<file path="src/hw/rtl/blst_pkg.sv">
// Shared types and constants for the bounded ordered list.
`default_nettype none

package blst_pkg;

  localparam int DATA_W  = 32;
  localparam int OP_W    = 2;
  localparam int STAT_W  = 2;
  localparam int ENTRY_W = 5;

  typedef enum logic [OP_W-1:0] {
    OP_PUSH_FRONT = 2'd0,
    OP_PUSH_BACK  = 2'd1,
    OP_INSERT     = 2'd2,
    OP_POP_FRONT  = 2'd3
  } op_t;

  typedef enum logic [STAT_W-1:0] {
    STAT_DONE  = 2'd0,
    STAT_EMPTY = 2'd1,
    STAT_FULL  = 2'd2
  } status_t;

  typedef enum logic {
    S_IDLE = 1'b0,
    S_SCAN = 1'b1
  } state_t;

  // Where an insert lands: front, just past the last entry, or at the scan result.
  typedef enum logic [1:0] {
    POS_FRONT = 2'd0,
    POS_BACK  = 2'd1,
    POS_SCAN  = 2'd2
  } pos_sel_t;

  typedef struct packed {
    logic     ins;
    logic     pop;
    logic     load;
    logic     step;
    pos_sel_t pos_sel;
  } cell_ctl_t;

endpackage

`default_nettype wire

</file>
<file path="src/hw/rtl/blst_in_if.sv">
// Input channel: operation words with valid/ready handshake.
`default_nettype none

interface blst_in_if;
  logic                                valid;
  logic                                ready;
  logic        [blst_pkg::OP_W-1:0]    op;
  logic signed [blst_pkg::DATA_W-1:0]  data_in;

  modport source (output valid, output op, output data_in, input ready);
  modport sink   (input valid, input op, input data_in, output ready);
endinterface

`default_nettype wire

</file>
<file path="src/hw/rtl/blst_out_if.sv">
// Result channel: one result word per operation with valid/ready handshake.
`default_nettype none

interface blst_out_if;
  logic                                valid;
  logic                                ready;
  logic signed [blst_pkg::DATA_W-1:0]  out_value;
  logic        [blst_pkg::STAT_W-1:0]  status;
  logic        [blst_pkg::ENTRY_W-1:0] entry_count;

  modport source (output valid, output out_value, output status, output entry_count,
                  input ready);
  modport sink   (input valid, input out_value, input status, input entry_count,
                  output ready);
endinterface

`default_nettype wire

</file>
<file path="src/hw/rtl/bounded_ordered_list.sv">
// Top level: bounded ordered list of signed words built as a row of slot cells.
//
//   channel  | dir | handshake        | word
//   ---------+-----+------------------+----------------------------------------
//   in_ch    | in  | valid/ready      | op[1:0], data_in[31:0] signed
//   out_ch   | out | valid/ready      | out_value[31:0] signed, status[1:0],
//            |     |                  | entry_count[4:0]
//
// Push front, push back, pop, a dropped push, and an ordered insert that lands at
// the head or goes into a one-entry list finish when they are accepted. Any other ordered
// insert first runs a scan: the match and tail flags travel one slot per cycle
// along the row, and the final shift also waits while a result word is stalled.
// Reset (rst_n low, synchronous) empties the list; slot contents are not cleared.
// A stalled result sits in the output register; the next word is accepted once
// the register is free or being drained in the same cycle.
`default_nettype none

module bounded_ordered_list #(
  parameter int DEPTH = 16
) (
  input  logic       clk,
  input  logic       rst_n,
  blst_in_if.sink    in_ch,
  blst_out_if.source out_ch
);

  localparam int CW = $clog2(DEPTH + 1);

  blst_pkg::cell_ctl_t                ctl;
  logic signed [blst_pkg::DATA_W-1:0] cell_v;
  logic        [CW-1:0]               cell_count;

  logic signed [blst_pkg::DATA_W-1:0] e_w  [DEPTH];
  logic                               p_w  [DEPTH];
  logic                               ge_w [DEPTH];
  logic                               tw_w [DEPTH];

  blst_ctrl #(.DEPTH(DEPTH)) u_ctrl (
    .clk        (clk),
    .rst_n      (rst_n),
    .in_valid   (in_ch.valid),
    .in_op      (in_ch.op),
    .in_data    (in_ch.data_in),
    .in_ready   (in_ch.ready),
    .out_ready  (out_ch.ready),
    .out_valid  (out_ch.valid),
    .out_value  (out_ch.out_value),
    .out_status (out_ch.status),
    .out_count  (out_ch.entry_count),
    .head       (e_w[0]),
    .head_tw    (tw_w[0]),
    .ctl        (ctl),
    .cell_v     (cell_v),
    .cell_count (cell_count)
  );

  for (genvar i = 0; i < DEPTH; i++) begin : g_cell
    logic signed [blst_pkg::DATA_W-1:0] e_left;
    logic                               p_left;
    logic                               ge_left;
    logic signed [blst_pkg::DATA_W-1:0] e_right;
    logic                               tw_right;

    if (i == 0) begin : g_head
      assign e_left  = '0;
      assign p_left  = 1'b0;
      assign ge_left = 1'b0;
    end else begin : g_mid
      assign e_left  = e_w[i-1];
      assign p_left  = p_w[i-1];
      assign ge_left = ge_w[i-1];
    end

    if (i == DEPTH - 1) begin : g_tail
      assign e_right  = '0;
      assign tw_right = 1'b0;
    end else begin : g_body
      assign e_right  = e_w[i+1];
      assign tw_right = tw_w[i+1];
    end

    blst_cell #(.DEPTH(DEPTH), .IDX(i)) u_cell (
      .clk      (clk),
      .ctl      (ctl),
      .v        (cell_v),
      .count    (cell_count),
      .e_left   (e_left),
      .p_left   (p_left),
      .ge_left  (ge_left),
      .e_right  (e_right),
      .tw_right (tw_right),
      .e        (e_w[i]),
      .p        (p_w[i]),
      .ge       (ge_w[i]),
      .tw       (tw_w[i])
    );
  end

endmodule

`default_nettype wire

</file>
<file path="src/hw/rtl/blst_cell.sv">
// One list slot: holds an entry and the scan flags, trades data with both neighbors.
`default_nettype none

module blst_cell #(
  parameter int DEPTH = 16,
  parameter int IDX   = 0,
  localparam int CW   = $clog2(DEPTH + 1)
) (
  input  logic                               clk,
  input  blst_pkg::cell_ctl_t                ctl,
  input  logic signed [blst_pkg::DATA_W-1:0] v,
  input  logic        [CW-1:0]               count,
  input  logic signed [blst_pkg::DATA_W-1:0] e_left,
  input  logic                               p_left,
  input  logic                               ge_left,
  input  logic signed [blst_pkg::DATA_W-1:0] e_right,
  input  logic                               tw_right,
  output logic signed [blst_pkg::DATA_W-1:0] e,
  output logic                               p,
  output logic                               ge,
  output logic                               tw
);

  logic signed [blst_pkg::DATA_W-1:0] e_r, e_nxt;
  logic                               ge_r, ge_nxt;
  logic                               tw_r, tw_nxt;
  logic                               past_end;
  logic                               match;
  logic                               tail_hit;

  assign past_end = (CW'(IDX) >= count);
  // Head slot never takes part in the scan.
  assign match    = (IDX != 0) && (e_r >= v);
  assign tail_hit = (CW'(IDX + 1) == count) && (v >= e_r);

  // p: the insert position is at or before this slot.
  always_comb begin
    case (ctl.pos_sel)
      blst_pkg::POS_FRONT: p = 1'b1;
      blst_pkg::POS_BACK:  p = past_end;
      blst_pkg::POS_SCAN:  p = ge_r | past_end;
      default:             p = 1'b0;
    endcase
  end

  always_comb begin
    e_nxt = e_r;
    if (ctl.ins && p) begin
      e_nxt = p_left ? e_left : v;
    end else if (ctl.pop) begin
      e_nxt = e_right;
    end
  end

  // ge ripples toward the tail (first match from the front),
  // tw ripples toward the head (tail compare result).
  always_comb begin
    ge_nxt = ge_r;
    tw_nxt = tw_r;
    if (ctl.load) begin
      ge_nxt = match;
      tw_nxt = tail_hit;
    end else if (ctl.step) begin
      ge_nxt = ge_r | ge_left;
      tw_nxt = tw_r | tw_right;
    end
  end

  always_ff @(posedge clk) begin
    e_r  <= e_nxt;
    ge_r <= ge_nxt;
    tw_r <= tw_nxt;
  end

  assign e  = e_r;
  assign ge = ge_r;
  assign tw = tw_r;

endmodule

`default_nettype wire

</file>
<file path="src/hw/rtl/blst_ctrl.sv">
// Sequencer: decodes operations, runs the scan wave, keeps the count and the result register.
`default_nettype none

module blst_ctrl #(
  parameter int DEPTH = 16,
  localparam int CW   = $clog2(DEPTH + 1)
) (
  input  logic                                clk,
  input  logic                                rst_n,
  input  logic                                in_valid,
  input  logic        [blst_pkg::OP_W-1:0]    in_op,
  input  logic signed [blst_pkg::DATA_W-1:0]  in_data,
  output logic                                in_ready,
  input  logic                                out_ready,
  output logic                                out_valid,
  output logic signed [blst_pkg::DATA_W-1:0]  out_value,
  output logic        [blst_pkg::STAT_W-1:0]  out_status,
  output logic        [blst_pkg::ENTRY_W-1:0] out_count,
  input  logic signed [blst_pkg::DATA_W-1:0]  head,
  input  logic                                head_tw,
  output blst_pkg::cell_ctl_t                 ctl,
  output logic signed [blst_pkg::DATA_W-1:0]  cell_v,
  output logic        [CW-1:0]                cell_count
);

  blst_pkg::state_t                   state_r, state_nxt;
  logic        [CW-1:0]               count_r, count_nxt;
  logic        [CW-1:0]               steps_r, steps_nxt;
  logic signed [blst_pkg::DATA_W-1:0] v_r, v_nxt;
  logic                               out_valid_r, out_valid_nxt;
  logic signed [blst_pkg::DATA_W-1:0] out_value_r;
  blst_pkg::status_t                  out_status_r;
  logic        [blst_pkg::ENTRY_W-1:0] out_count_r;

  logic                               out_free;
  logic                               accept;
  logic                               full;
  logic                               out_load;
  logic signed [blst_pkg::DATA_W-1:0] res_value;
  blst_pkg::status_t                  res_status;

  assign out_free = !out_valid_r || out_ready;
  assign accept   = in_valid && in_ready;
  assign full     = (count_r == CW'(DEPTH));

  always_comb begin
    state_nxt   = state_r;
    count_nxt   = count_r;
    steps_nxt   = steps_r;
    v_nxt       = v_r;
    in_ready    = 1'b0;
    out_load    = 1'b0;
    res_value   = '0;
    res_status  = blst_pkg::STAT_DONE;
    ctl.ins     = 1'b0;
    ctl.pop     = 1'b0;
    ctl.load    = 1'b0;
    ctl.step    = 1'b0;
    ctl.pos_sel = blst_pkg::POS_FRONT;
    cell_v      = v_r;

    unique case (state_r)
      blst_pkg::S_IDLE: begin
        in_ready = out_free;
        cell_v   = in_data;
        if (accept) begin
          v_nxt = in_data;
          if (blst_pkg::op_t'(in_op) == blst_pkg::OP_POP_FRONT) begin
            out_load = 1'b1;
            if (count_r == '0) begin
              res_status = blst_pkg::STAT_EMPTY;
            end else begin
              res_value = head;
              ctl.pop   = 1'b1;
              count_nxt = count_r - CW'(1);
            end
          end else if (full) begin
            out_load   = 1'b1;
            res_status = blst_pkg::STAT_FULL;
          end else begin
            res_status = (count_r == '0) ? blst_pkg::STAT_EMPTY : blst_pkg::STAT_DONE;
            case (blst_pkg::op_t'(in_op))
              blst_pkg::OP_PUSH_FRONT: begin
                ctl.ins     = 1'b1;
                ctl.pos_sel = blst_pkg::POS_FRONT;
              end
              blst_pkg::OP_PUSH_BACK: begin
                ctl.ins     = 1'b1;
                ctl.pos_sel = blst_pkg::POS_BACK;
              end
              default: begin
                if (count_r == '0 || in_data <= head) begin
                  ctl.ins     = 1'b1;
                  ctl.pos_sel = blst_pkg::POS_FRONT;
                end else if (count_r == CW'(1)) begin
                  ctl.ins     = 1'b1;
                  ctl.pos_sel = blst_pkg::POS_BACK;
                end else begin
                  // latch compares in every slot, then let the flags travel
                  ctl.load  = 1'b1;
                  steps_nxt = count_r - CW'(1);
                  state_nxt = blst_pkg::S_SCAN;
                end
              end
            endcase
            if (ctl.ins) begin
              out_load  = 1'b1;
              count_nxt = count_r + CW'(1);
            end
          end
        end
      end

      blst_pkg::S_SCAN: begin
        if (steps_r != '0) begin
          ctl.step  = 1'b1;
          steps_nxt = steps_r - CW'(1);
        end else if (out_free) begin
          ctl.ins     = 1'b1;
          ctl.pos_sel = head_tw ? blst_pkg::POS_BACK : blst_pkg::POS_SCAN;
          out_load    = 1'b1;
          count_nxt   = count_r + CW'(1);
          state_nxt   = blst_pkg::S_IDLE;
        end
      end
    endcase
  end

  assign out_valid_nxt = out_load ? 1'b1 : (out_ready ? 1'b0 : out_valid_r);

  always_ff @(posedge clk) begin
    if (!rst_n) begin
      state_r     <= blst_pkg::S_IDLE;
      count_r     <= '0;
      steps_r     <= '0;
      out_valid_r <= 1'b0;
    end else begin
      state_r     <= state_nxt;
      count_r     <= count_nxt;
      steps_r     <= steps_nxt;
      out_valid_r <= out_valid_nxt;
    end
  end

  always_ff @(posedge clk) begin
    v_r <= v_nxt;
    if (out_load) begin
      out_value_r  <= res_value;
      out_status_r <= res_status;
      out_count_r  <= blst_pkg::ENTRY_W'(count_nxt);
    end
  end

  assign out_valid  = out_valid_r;
  assign out_value  = out_value_r;
  assign out_status = out_status_r;
  assign out_count  = out_count_r;
  assign cell_count = count_r;

endmodule

`default_nettype wire

</file>
<file path="src/flat_wrapper.sv">
// flat-port wrapper written by rule: the top's interface ports become plain ports
module bounded_ordered_list_flat 
#(
  parameter int DEPTH = 16
)
  (clk, rst_n, in_ch_valid, in_ch_op, in_ch_data_in, in_ch_ready, out_ch_valid, out_ch_out_value, out_ch_status, out_ch_entry_count, out_ch_ready);
  blst_in_if in_ch_i ();
  blst_out_if out_ch_i ();
  input  logic clk;
  input  logic rst_n;
  input wire logic [$bits(in_ch_i.valid)-1:0] in_ch_valid;
  input wire logic [$bits(in_ch_i.op)-1:0] in_ch_op;
  input wire logic [$bits(in_ch_i.data_in)-1:0] in_ch_data_in;
  output wire logic [$bits(in_ch_i.ready)-1:0] in_ch_ready;
  output wire logic [$bits(out_ch_i.valid)-1:0] out_ch_valid;
  output wire logic [$bits(out_ch_i.out_value)-1:0] out_ch_out_value;
  output wire logic [$bits(out_ch_i.status)-1:0] out_ch_status;
  output wire logic [$bits(out_ch_i.entry_count)-1:0] out_ch_entry_count;
  input wire logic [$bits(out_ch_i.ready)-1:0] out_ch_ready;
  assign in_ch_i.valid = in_ch_valid;
  assign in_ch_i.op = in_ch_op;
  assign in_ch_i.data_in = in_ch_data_in;
  assign in_ch_ready = in_ch_i.ready;
  assign out_ch_valid = out_ch_i.valid;
  assign out_ch_out_value = out_ch_i.out_value;
  assign out_ch_status = out_ch_i.status;
  assign out_ch_entry_count = out_ch_i.entry_count;
  assign out_ch_i.ready = out_ch_ready;
  bounded_ordered_list #(.DEPTH(DEPTH)) u_core (.clk(clk), .rst_n(rst_n), .in_ch(in_ch_i), .out_ch(out_ch_i));
endmodule
</file>
<file path="config.mk">
export PLATFORM = sky130hd
export DESIGN_NAME = bounded_ordered_list_flat
export DESIGN_NICKNAME = d
export VERILOG_FILES = /design/src/hw/rtl/blst_pkg.sv /design/src/hw/rtl/blst_in_if.sv /design/src/hw/rtl/blst_out_if.sv /design/src/hw/rtl/bounded_ordered_list.sv /design/src/hw/rtl/blst_cell.sv /design/src/hw/rtl/blst_ctrl.sv /design/src/flat_wrapper.sv
export SDC_FILE = /design/constraint.sdc
export NUM_CORES = 2
export LEC_CHECK = 0
export BUFFER_PORTS_ARGS = -buffer_cell sky130_fd_sc_hd__buf_2
export CAP_MARGIN = 10
export CORE_MARGIN = 2
export CORE_UTILIZATION = 40
export CTS_CLUSTER_SIZE = 14
export DETAILED_ROUTE_END_ITERATION = 7
export PLACE_DENSITY = 0.59
export SYNTH_ARGS = -nofsm -noshare
export SYNTH_HDL_FRONTEND = slang
export SYNTH_HIERARCHICAL = 1
export SYNTH_SLANG_ARGS = --single-unit
</file>
<file path="constraint.sdc">
create_clock -name clk -period 6.5 [get_ports clk]
set_input_delay 1.625 -clock clk [delete_from_list [all_inputs] [get_ports clk]]
set_output_delay 1.625 -clock clk [all_outputs]
set_load 0.1 [all_outputs]
</file>
== Word level (Yosys, flattened, before mapping) ==
Index checks and enable logic that the tools add are counted.
Cells by class
  muxes and demuxes: 187
  $add $sub $neg: 3
  reductions and logical operators: 65
  equal/unequal tests: 30
  bitwise operators: 47
  magnitude comparators: 48
Operators with widths (number)
  32-bit 2-to-1 mux: 48
  32-bit greater-or-equal comparator: 31
  1-bit 2-to-1 mux: 95
  5-bit 2-to-1 mux: 14
  1-bit case mux with 3 select lines: 15
  1-bit OR: 44
  4-bit by 5-bit == test with 1-bit output (first input constant): 8
  4-bit by 5-bit greater-or-equal comparator with 1-bit output (first input constant): 8
  2-bit nonzero test: 18
  1-bit logical AND: 33
  32-bit <= comparator: 1
  3-bit by 5-bit == test with 1-bit output (first input constant): 4
  3-bit by 5-bit greater-or-equal comparator with 1-bit output (first input constant): 4
  5-bit case mux with 2 select lines: 2
  2-bit 2-to-1 mux: 6
  2-bit != test (second input constant): 6
  2-bit by 5-bit == test with 1-bit output (first input constant): 2
  1-bit by 5-bit greater-or-equal comparator with 1-bit output (first input constant): 2
  2-bit by 5-bit greater-or-equal comparator with 1-bit output (first input constant): 2
  1-bit case mux with 2 select lines: 5
  5-bit by 1-bit subtractor with 5-bit output (second input constant): 2
  7-bit AND reduction: 1
  2-bit OR reduction: 3
  5-bit by 1-bit adder with 5-bit output (second input constant): 1
  other kinds (17): 25
Storage, ports and cells
  logic and storage cells: 435
  flip-flop bits (word level): 626

== Depth between registers and ports, before layout ==
  depth in word-level cells: 14
  mapped depth: 18
  depth with buffers taken out: 16

== By module ==
The synthesis kept the hierarchy.
By module, submodules not included
  blst_cell at u_core.g_cell[10].u_cell ...: sequential area each 1021.0 sq um, area an instance 2608.8 sq um, cells each 274, instances 2
  blst_ctrl: sequential area each 2372.3 sq um, area an instance 4506.8 sq um, cells each 402, instances 1
  blst_cell at u_core.g_cell[1].u_cell: sequential area each 1021.0 sq um, area an instance 2861.5 sq um, cells each 235, instances 1
  blst_cell at u_core.g_cell[8].u_cell: sequential area each 1021.0 sq um, area an instance 2720.1 sq um, cells each 280, instances 1
  blst_cell at u_core.g_cell[2].u_cell: sequential area each 1021.0 sq um, area an instance 2710.1 sq um, cells each 237, instances 1
  blst_cell at u_core.g_cell[4].u_cell: sequential area each 1021.0 sq um, area an instance 2710.1 sq um, cells each 240, instances 1
  blst_cell at u_core.g_cell[0].u_cell: sequential area each 1011.0 sq um, area an instance 2667.6 sq um, cells each 271, instances 1
  blst_cell at u_core.g_cell[3].u_cell: sequential area each 1021.0 sq um, area an instance 2631.3 sq um, cells each 276, instances 1
  blst_cell at u_core.g_cell[13].u_cell: sequential area each 1021.0 sq um, area an instance 2621.3 sq um, cells each 275, instances 1
  blst_cell at u_core.g_cell[5].u_cell: sequential area each 1021.0 sq um, area an instance 2612.5 sq um, cells each 276, instances 1
  blst_cell at u_core.g_cell[6].u_cell: sequential area each 1021.0 sq um, area an instance 2610.0 sq um, cells each 275, instances 1
  blst_cell at u_core.g_cell[14].u_cell: sequential area each 1021.0 sq um, area an instance 2602.5 sq um, cells each 276, instances 1
  blst_cell at u_core.g_cell[9].u_cell: sequential area each 1021.0 sq um, area an instance 2601.2 sq um, cells each 273, instances 1
  blst_cell at u_core.g_cell[7].u_cell: sequential area each 1021.0 sq um, area an instance 2586.2 sq um, cells each 271, instances 1
  +3 rows

== Worst setup path before layout ==
No wires, ideal clock.
  path type: in2reg
  start: in out_ch_ready
  end: reg u_core.g_cell[3].u_cell.e_r (netlist bit u_core/g_cell[3].u_cell/e[0]) (enable)
  library setup time: 0.482 ns
  stages on the path: 11
  slack: -1.123 ns
  arrival time: 7.140 ns
  cells stage by stage: nor2b_1 > nor2_1 > nand2_1 > clkinv_1 > nand2_1 > o21ai_0 > o32a_1 > a21oi_1 > nand2_1 > clkbuf_1 > nand2b_1
RTL lines
  from (decl): line flat_wrapper.sv:19  | input wire logic [$bits(out_ch_i.ready)-1:0] out_ch_ready;
  to (signal assigned): line blst_cell.sv:70  | e_r <= e_nxt;
  to (decl): line blst_cell.sv:24  | logic signed [blst_pkg::DATA_W-1:0] e_r, e_nxt;

==> results.json <==
{
  "path_class": "in2reg",
  "fin_skew_ns": 0.0262,
  "slew_headroom_pct": 12.3,
  "layout_common_cells": "edfxtp_1 (614), inv_1 (581), ha_1 (548)",
  "setup_viol": 0,
  "cp.required_ns": 6.81,
  "ys_ff_latch": 627,
  "syn-instance-count": 4677,
  "die_h_um": 346,
  "nets": 5429,
  "clock_path_buffers": 3,
  "post_cts_buffers": 0,
  "yosysUniqueCellTypes": 101,
  "wl_met2_um": 66100,
  "status": "finished clean",
  "critPathMaxFanout": 34,
  "power_density_mw_per_mm2": 339,
  "worst_slew_pin_slew_ns": 1.32,
  "ant_nets": 0,
  "netlist_area_sq_mm": 0.0468,
  "cp-start-kind": "input pin",
  "endpoint": "u_core/g_cell[0].u_cell/e[17]$_DFFE_PP_",
  "yosys-top-cells-area": "edfxtp_1 (39%), ha_1 (15%), mux2i_1 (8.9%), inv_1 (4.7%), mux2_2 (4.6%)",
  "synth-compound-area-share_pct": 13.4,
  "r2r_cells": 15,
  "tns_ns": 0,
  "rr_startpoint": "u_core/g_cell[0].u_cell/e[11]$_DFFE_PP_",
  "cts_buffers": 77,
  "synthArstFlopShare_pct": 0,
  "grt.overflow.total": 0,
  "yosys.area_share.xor_xnor_pct": 0.112,
  "clk_pin_slew_ns": 0.06,
  "rsz0062_at_grt": "false",
  "wire_per_inst_um": 22.4,
  "row_count": 125,
  "irDropWorstVdd_uv": 186,
  "whs_ns": 0.488,
  "pin_count": 79,
  "syn_area_per_cell_sq_um": 10.0,
  "chipWidth_um": 346,
  "worstHoldPathType": "reg2reg",
  "final_common_cell": "edfxtp_1",
  "drv_cap": 0,
  "drtIter0Drc": 2891,
  "fmax_mhz": 182,
  "rrSetupSlack_ns": 1.41,
  "numPortBuffers": 78,
  "finalCriticalPeriod_ns": 5.50,
  "p_leak_nw": 25.1,
  "num_antenna_cells": 0,
  "place_hpwl_um": 106000,
  "netlist.top_cell.by_area": "edfxtp_1",
  "grt_pass1_wl_um": 219000,
  "worstPathArrival_ns": 5.80,
  "finalHoldViolCount": 0,
  "initial_utilization_pct": 40.3,
  "routed.top_layer": "met4",
  "grt_max_degree": 65,
  "drc": 0,
  "timing.rr.end": "u_core/g_cell[0].u_cell/e[17]$_DFFE_PP_",
  "cts-resized-gates": 0,
  "synth_flop_cell": "edfxtp_1",
  "clk_latency_ns": 0.67,
  "slew_violations": 0,
  "m1WireLength_um": 64900,
  "synthMuxAreaShare_pct": 14.5,
  "setup_slack_ns": 1.00,
  "antenna_found_initial": 1,
  "first_pass_iters": 5,
  "synthAdderAreaFrac_pct": 14.6,
  "ys_seq_area_share_pct": 39.9,
  "grt_pass1_vias": 36342,
  "via_per_inst": 5.68,
  "finalPower_w": 0.0178,
  "critPathLaunch": "in_ch_data_in[7]",
  "yosys.area_share.simple_pct": 10.9,
  "vias": 36545,
  "coreArea_sq_mm": 0.116,
  "design.die.area_sq_mm": 0.120,
  "cts_tree": "built",
  "yosys_warnings": 6,
  "cts_sinks": 627,
  "hold_buffers": 0,
  "end_kind": "flip-flop",
  "syn_to_final_growth_pct": 12.1,
  "finalWeightedCongestion": 0.868,
  "finalCritPeriodShare_pct": 84.5,
  "track_usage_pct": 23.5,
  "cts_root_buffer": "clkbuf_16",
  "dpl_worst_slack_ns": 0.476,
  "yosys.area.top_type_share_pct": 39.4,
  "route.met3.wl_um": 10400,
  "synth_edf_count": 614,
  "h-tree-depth": 3,
  "drive_above_1_share_pct": 13.6,
  "drt-total-wl_um": 144000,
  "synth_top_family_by_area": "adder cells"
}
-- critical path, stage by stage --
cell and delay [ns]:
buf_2 0.12, ha_1 0.32, a21oi_1 0.16, o21ai_0 0.15, a221oi_1 0.34, o211ai_1 0.16, a21oi_1 0.23, xor2_1 0.16
a31oi_1 0.26, o21ai_4 0.25, o22a_1 0.27, a21oi_4 0.95, nand2_2 0.20, nand2b_1 0.16, buf_4 0.37
-- report_power, final --
part	internal [W]	switching, W
logic	0.00250	0.00401
clock network	0.00254	0.00184
registers	0.00594	0.000984
-- cell usage after synthesis (19+ instances only) --
cell type  instances
mux2i_1          418
ha_1             548
nand2b_1          24
nor2_1           139
o211ai_1          19
nand3_1           53
nor2b_1           22
o21ai_1           66
nor3_1            20
a211oi_1          23
a21oi_1          251
nand2_1          528
edfxtp_1         614
inv_1            581
mux2_2           192
buf_2             38
a31oi_1           55
o21a_1            29
nand4_1          113
a21o_1            28
mux2_4            30
o21ai_0          384
clkbuf_1         131
-- state kept, by name (all words and copies together), names as in the netlist --
name	count
u_core/g_cell.u_cell/e	512
u_core/g_cell.u_cell/ge	16
u_core/g_cell.u_cell/tw	16
u_core/u_ctrl/cell_count	5
u_core/u_ctrl/out_count	5
u_core/u_ctrl/out_status	2
u_core/u_ctrl/out_valid	1
u_core/u_ctrl/out_value	32
u_core/u_ctrl/state_r	1
u_core/u_ctrl/steps_r	5
u_core/u_ctrl/v_r	32
-- area by class of cell --
| type | count | area, sq um |
|---|---|---|
| well taps | 1524 | 1910 |
| flip-flops and latches | 627 | 18700 |
| repair buffers | 206 | 1650 |
| inverters | 582 | 2180 |
| clock inverters | 49 | 445 |
| fillers | 10997 | 63700 |
| clock buffers | 93 | 2030 |
| multi-input cells | 3349 | 25600 |
-- metrics by stage --
step	cells	area, sq um	utilization, %
CTS	6430	52500	45.2
finish	6430	52500	45.2
global placement	6288	50000	43.0
floorplan	4743	47100	-
detailed placement	6288	50000	43.0
global route	6430	52500	45.2
-- metal layers --
metal / track usage (%) / vias up
li1: - / 17380
met1: 32.2 / 17864
met2: 38.3 / 1144
met3: 4.07 / 157
met4: 5.92 / 0
met5: 0 / -
-- worst min-delay path by stage --
stage / cells after the start / end / from / slack, ns
after floorplan: 2 / u_core/u_ctrl/steps_r[0]$_SDFFE_PN0P_ / u_core/u_ctrl/steps_r[0]$_SDFFE_PN0P_ / 0.46
after global placement: 2 / u_core/u_ctrl/steps_r[0]$_SDFFE_PN0P_ / u_core/u_ctrl/steps_r[0]$_SDFFE_PN0P_ / 0.47
after detailed placement: 2 / u_core/u_ctrl/steps_r[0]$_SDFFE_PN0P_ / u_core/u_ctrl/steps_r[0]$_SDFFE_PN0P_ / 0.48
after CTS: 2 / u_core/u_ctrl/steps_r[0]$_SDFFE_PN0P_ / u_core/u_ctrl/steps_r[0]$_SDFFE_PN0P_ / 0.49
after global routing: 2 / u_core/u_ctrl/steps_r[0]$_SDFFE_PN0P_ / u_core/u_ctrl/steps_r[0]$_SDFFE_PN0P_ / 0.51
final: 2 / u_core/u_ctrl/steps_r[1]$_SDFFE_PN0P_ / u_core/u_ctrl/steps_r[1]$_SDFFE_PN0P_ / 0.49
-- kinds of logic (layout without fill, tap and decap cells) --
| family | Yosys count | count (layout) |
|---|---|---|
| and+or+nand+nor | 1055 | 1055 |
| AOI/OAI and AO/OA | 1033 | 1033 |
| buffers and inverters | 767 | 930 |
| muxes | 640 | 640 |
| DFF | 627 | 627 |
| adders and majority gates | 548 | 548 |
| xor gates and xnor gates | 6 | 6 |
| other | 1 | 67 |
Power figures use the tool's default switching activity.
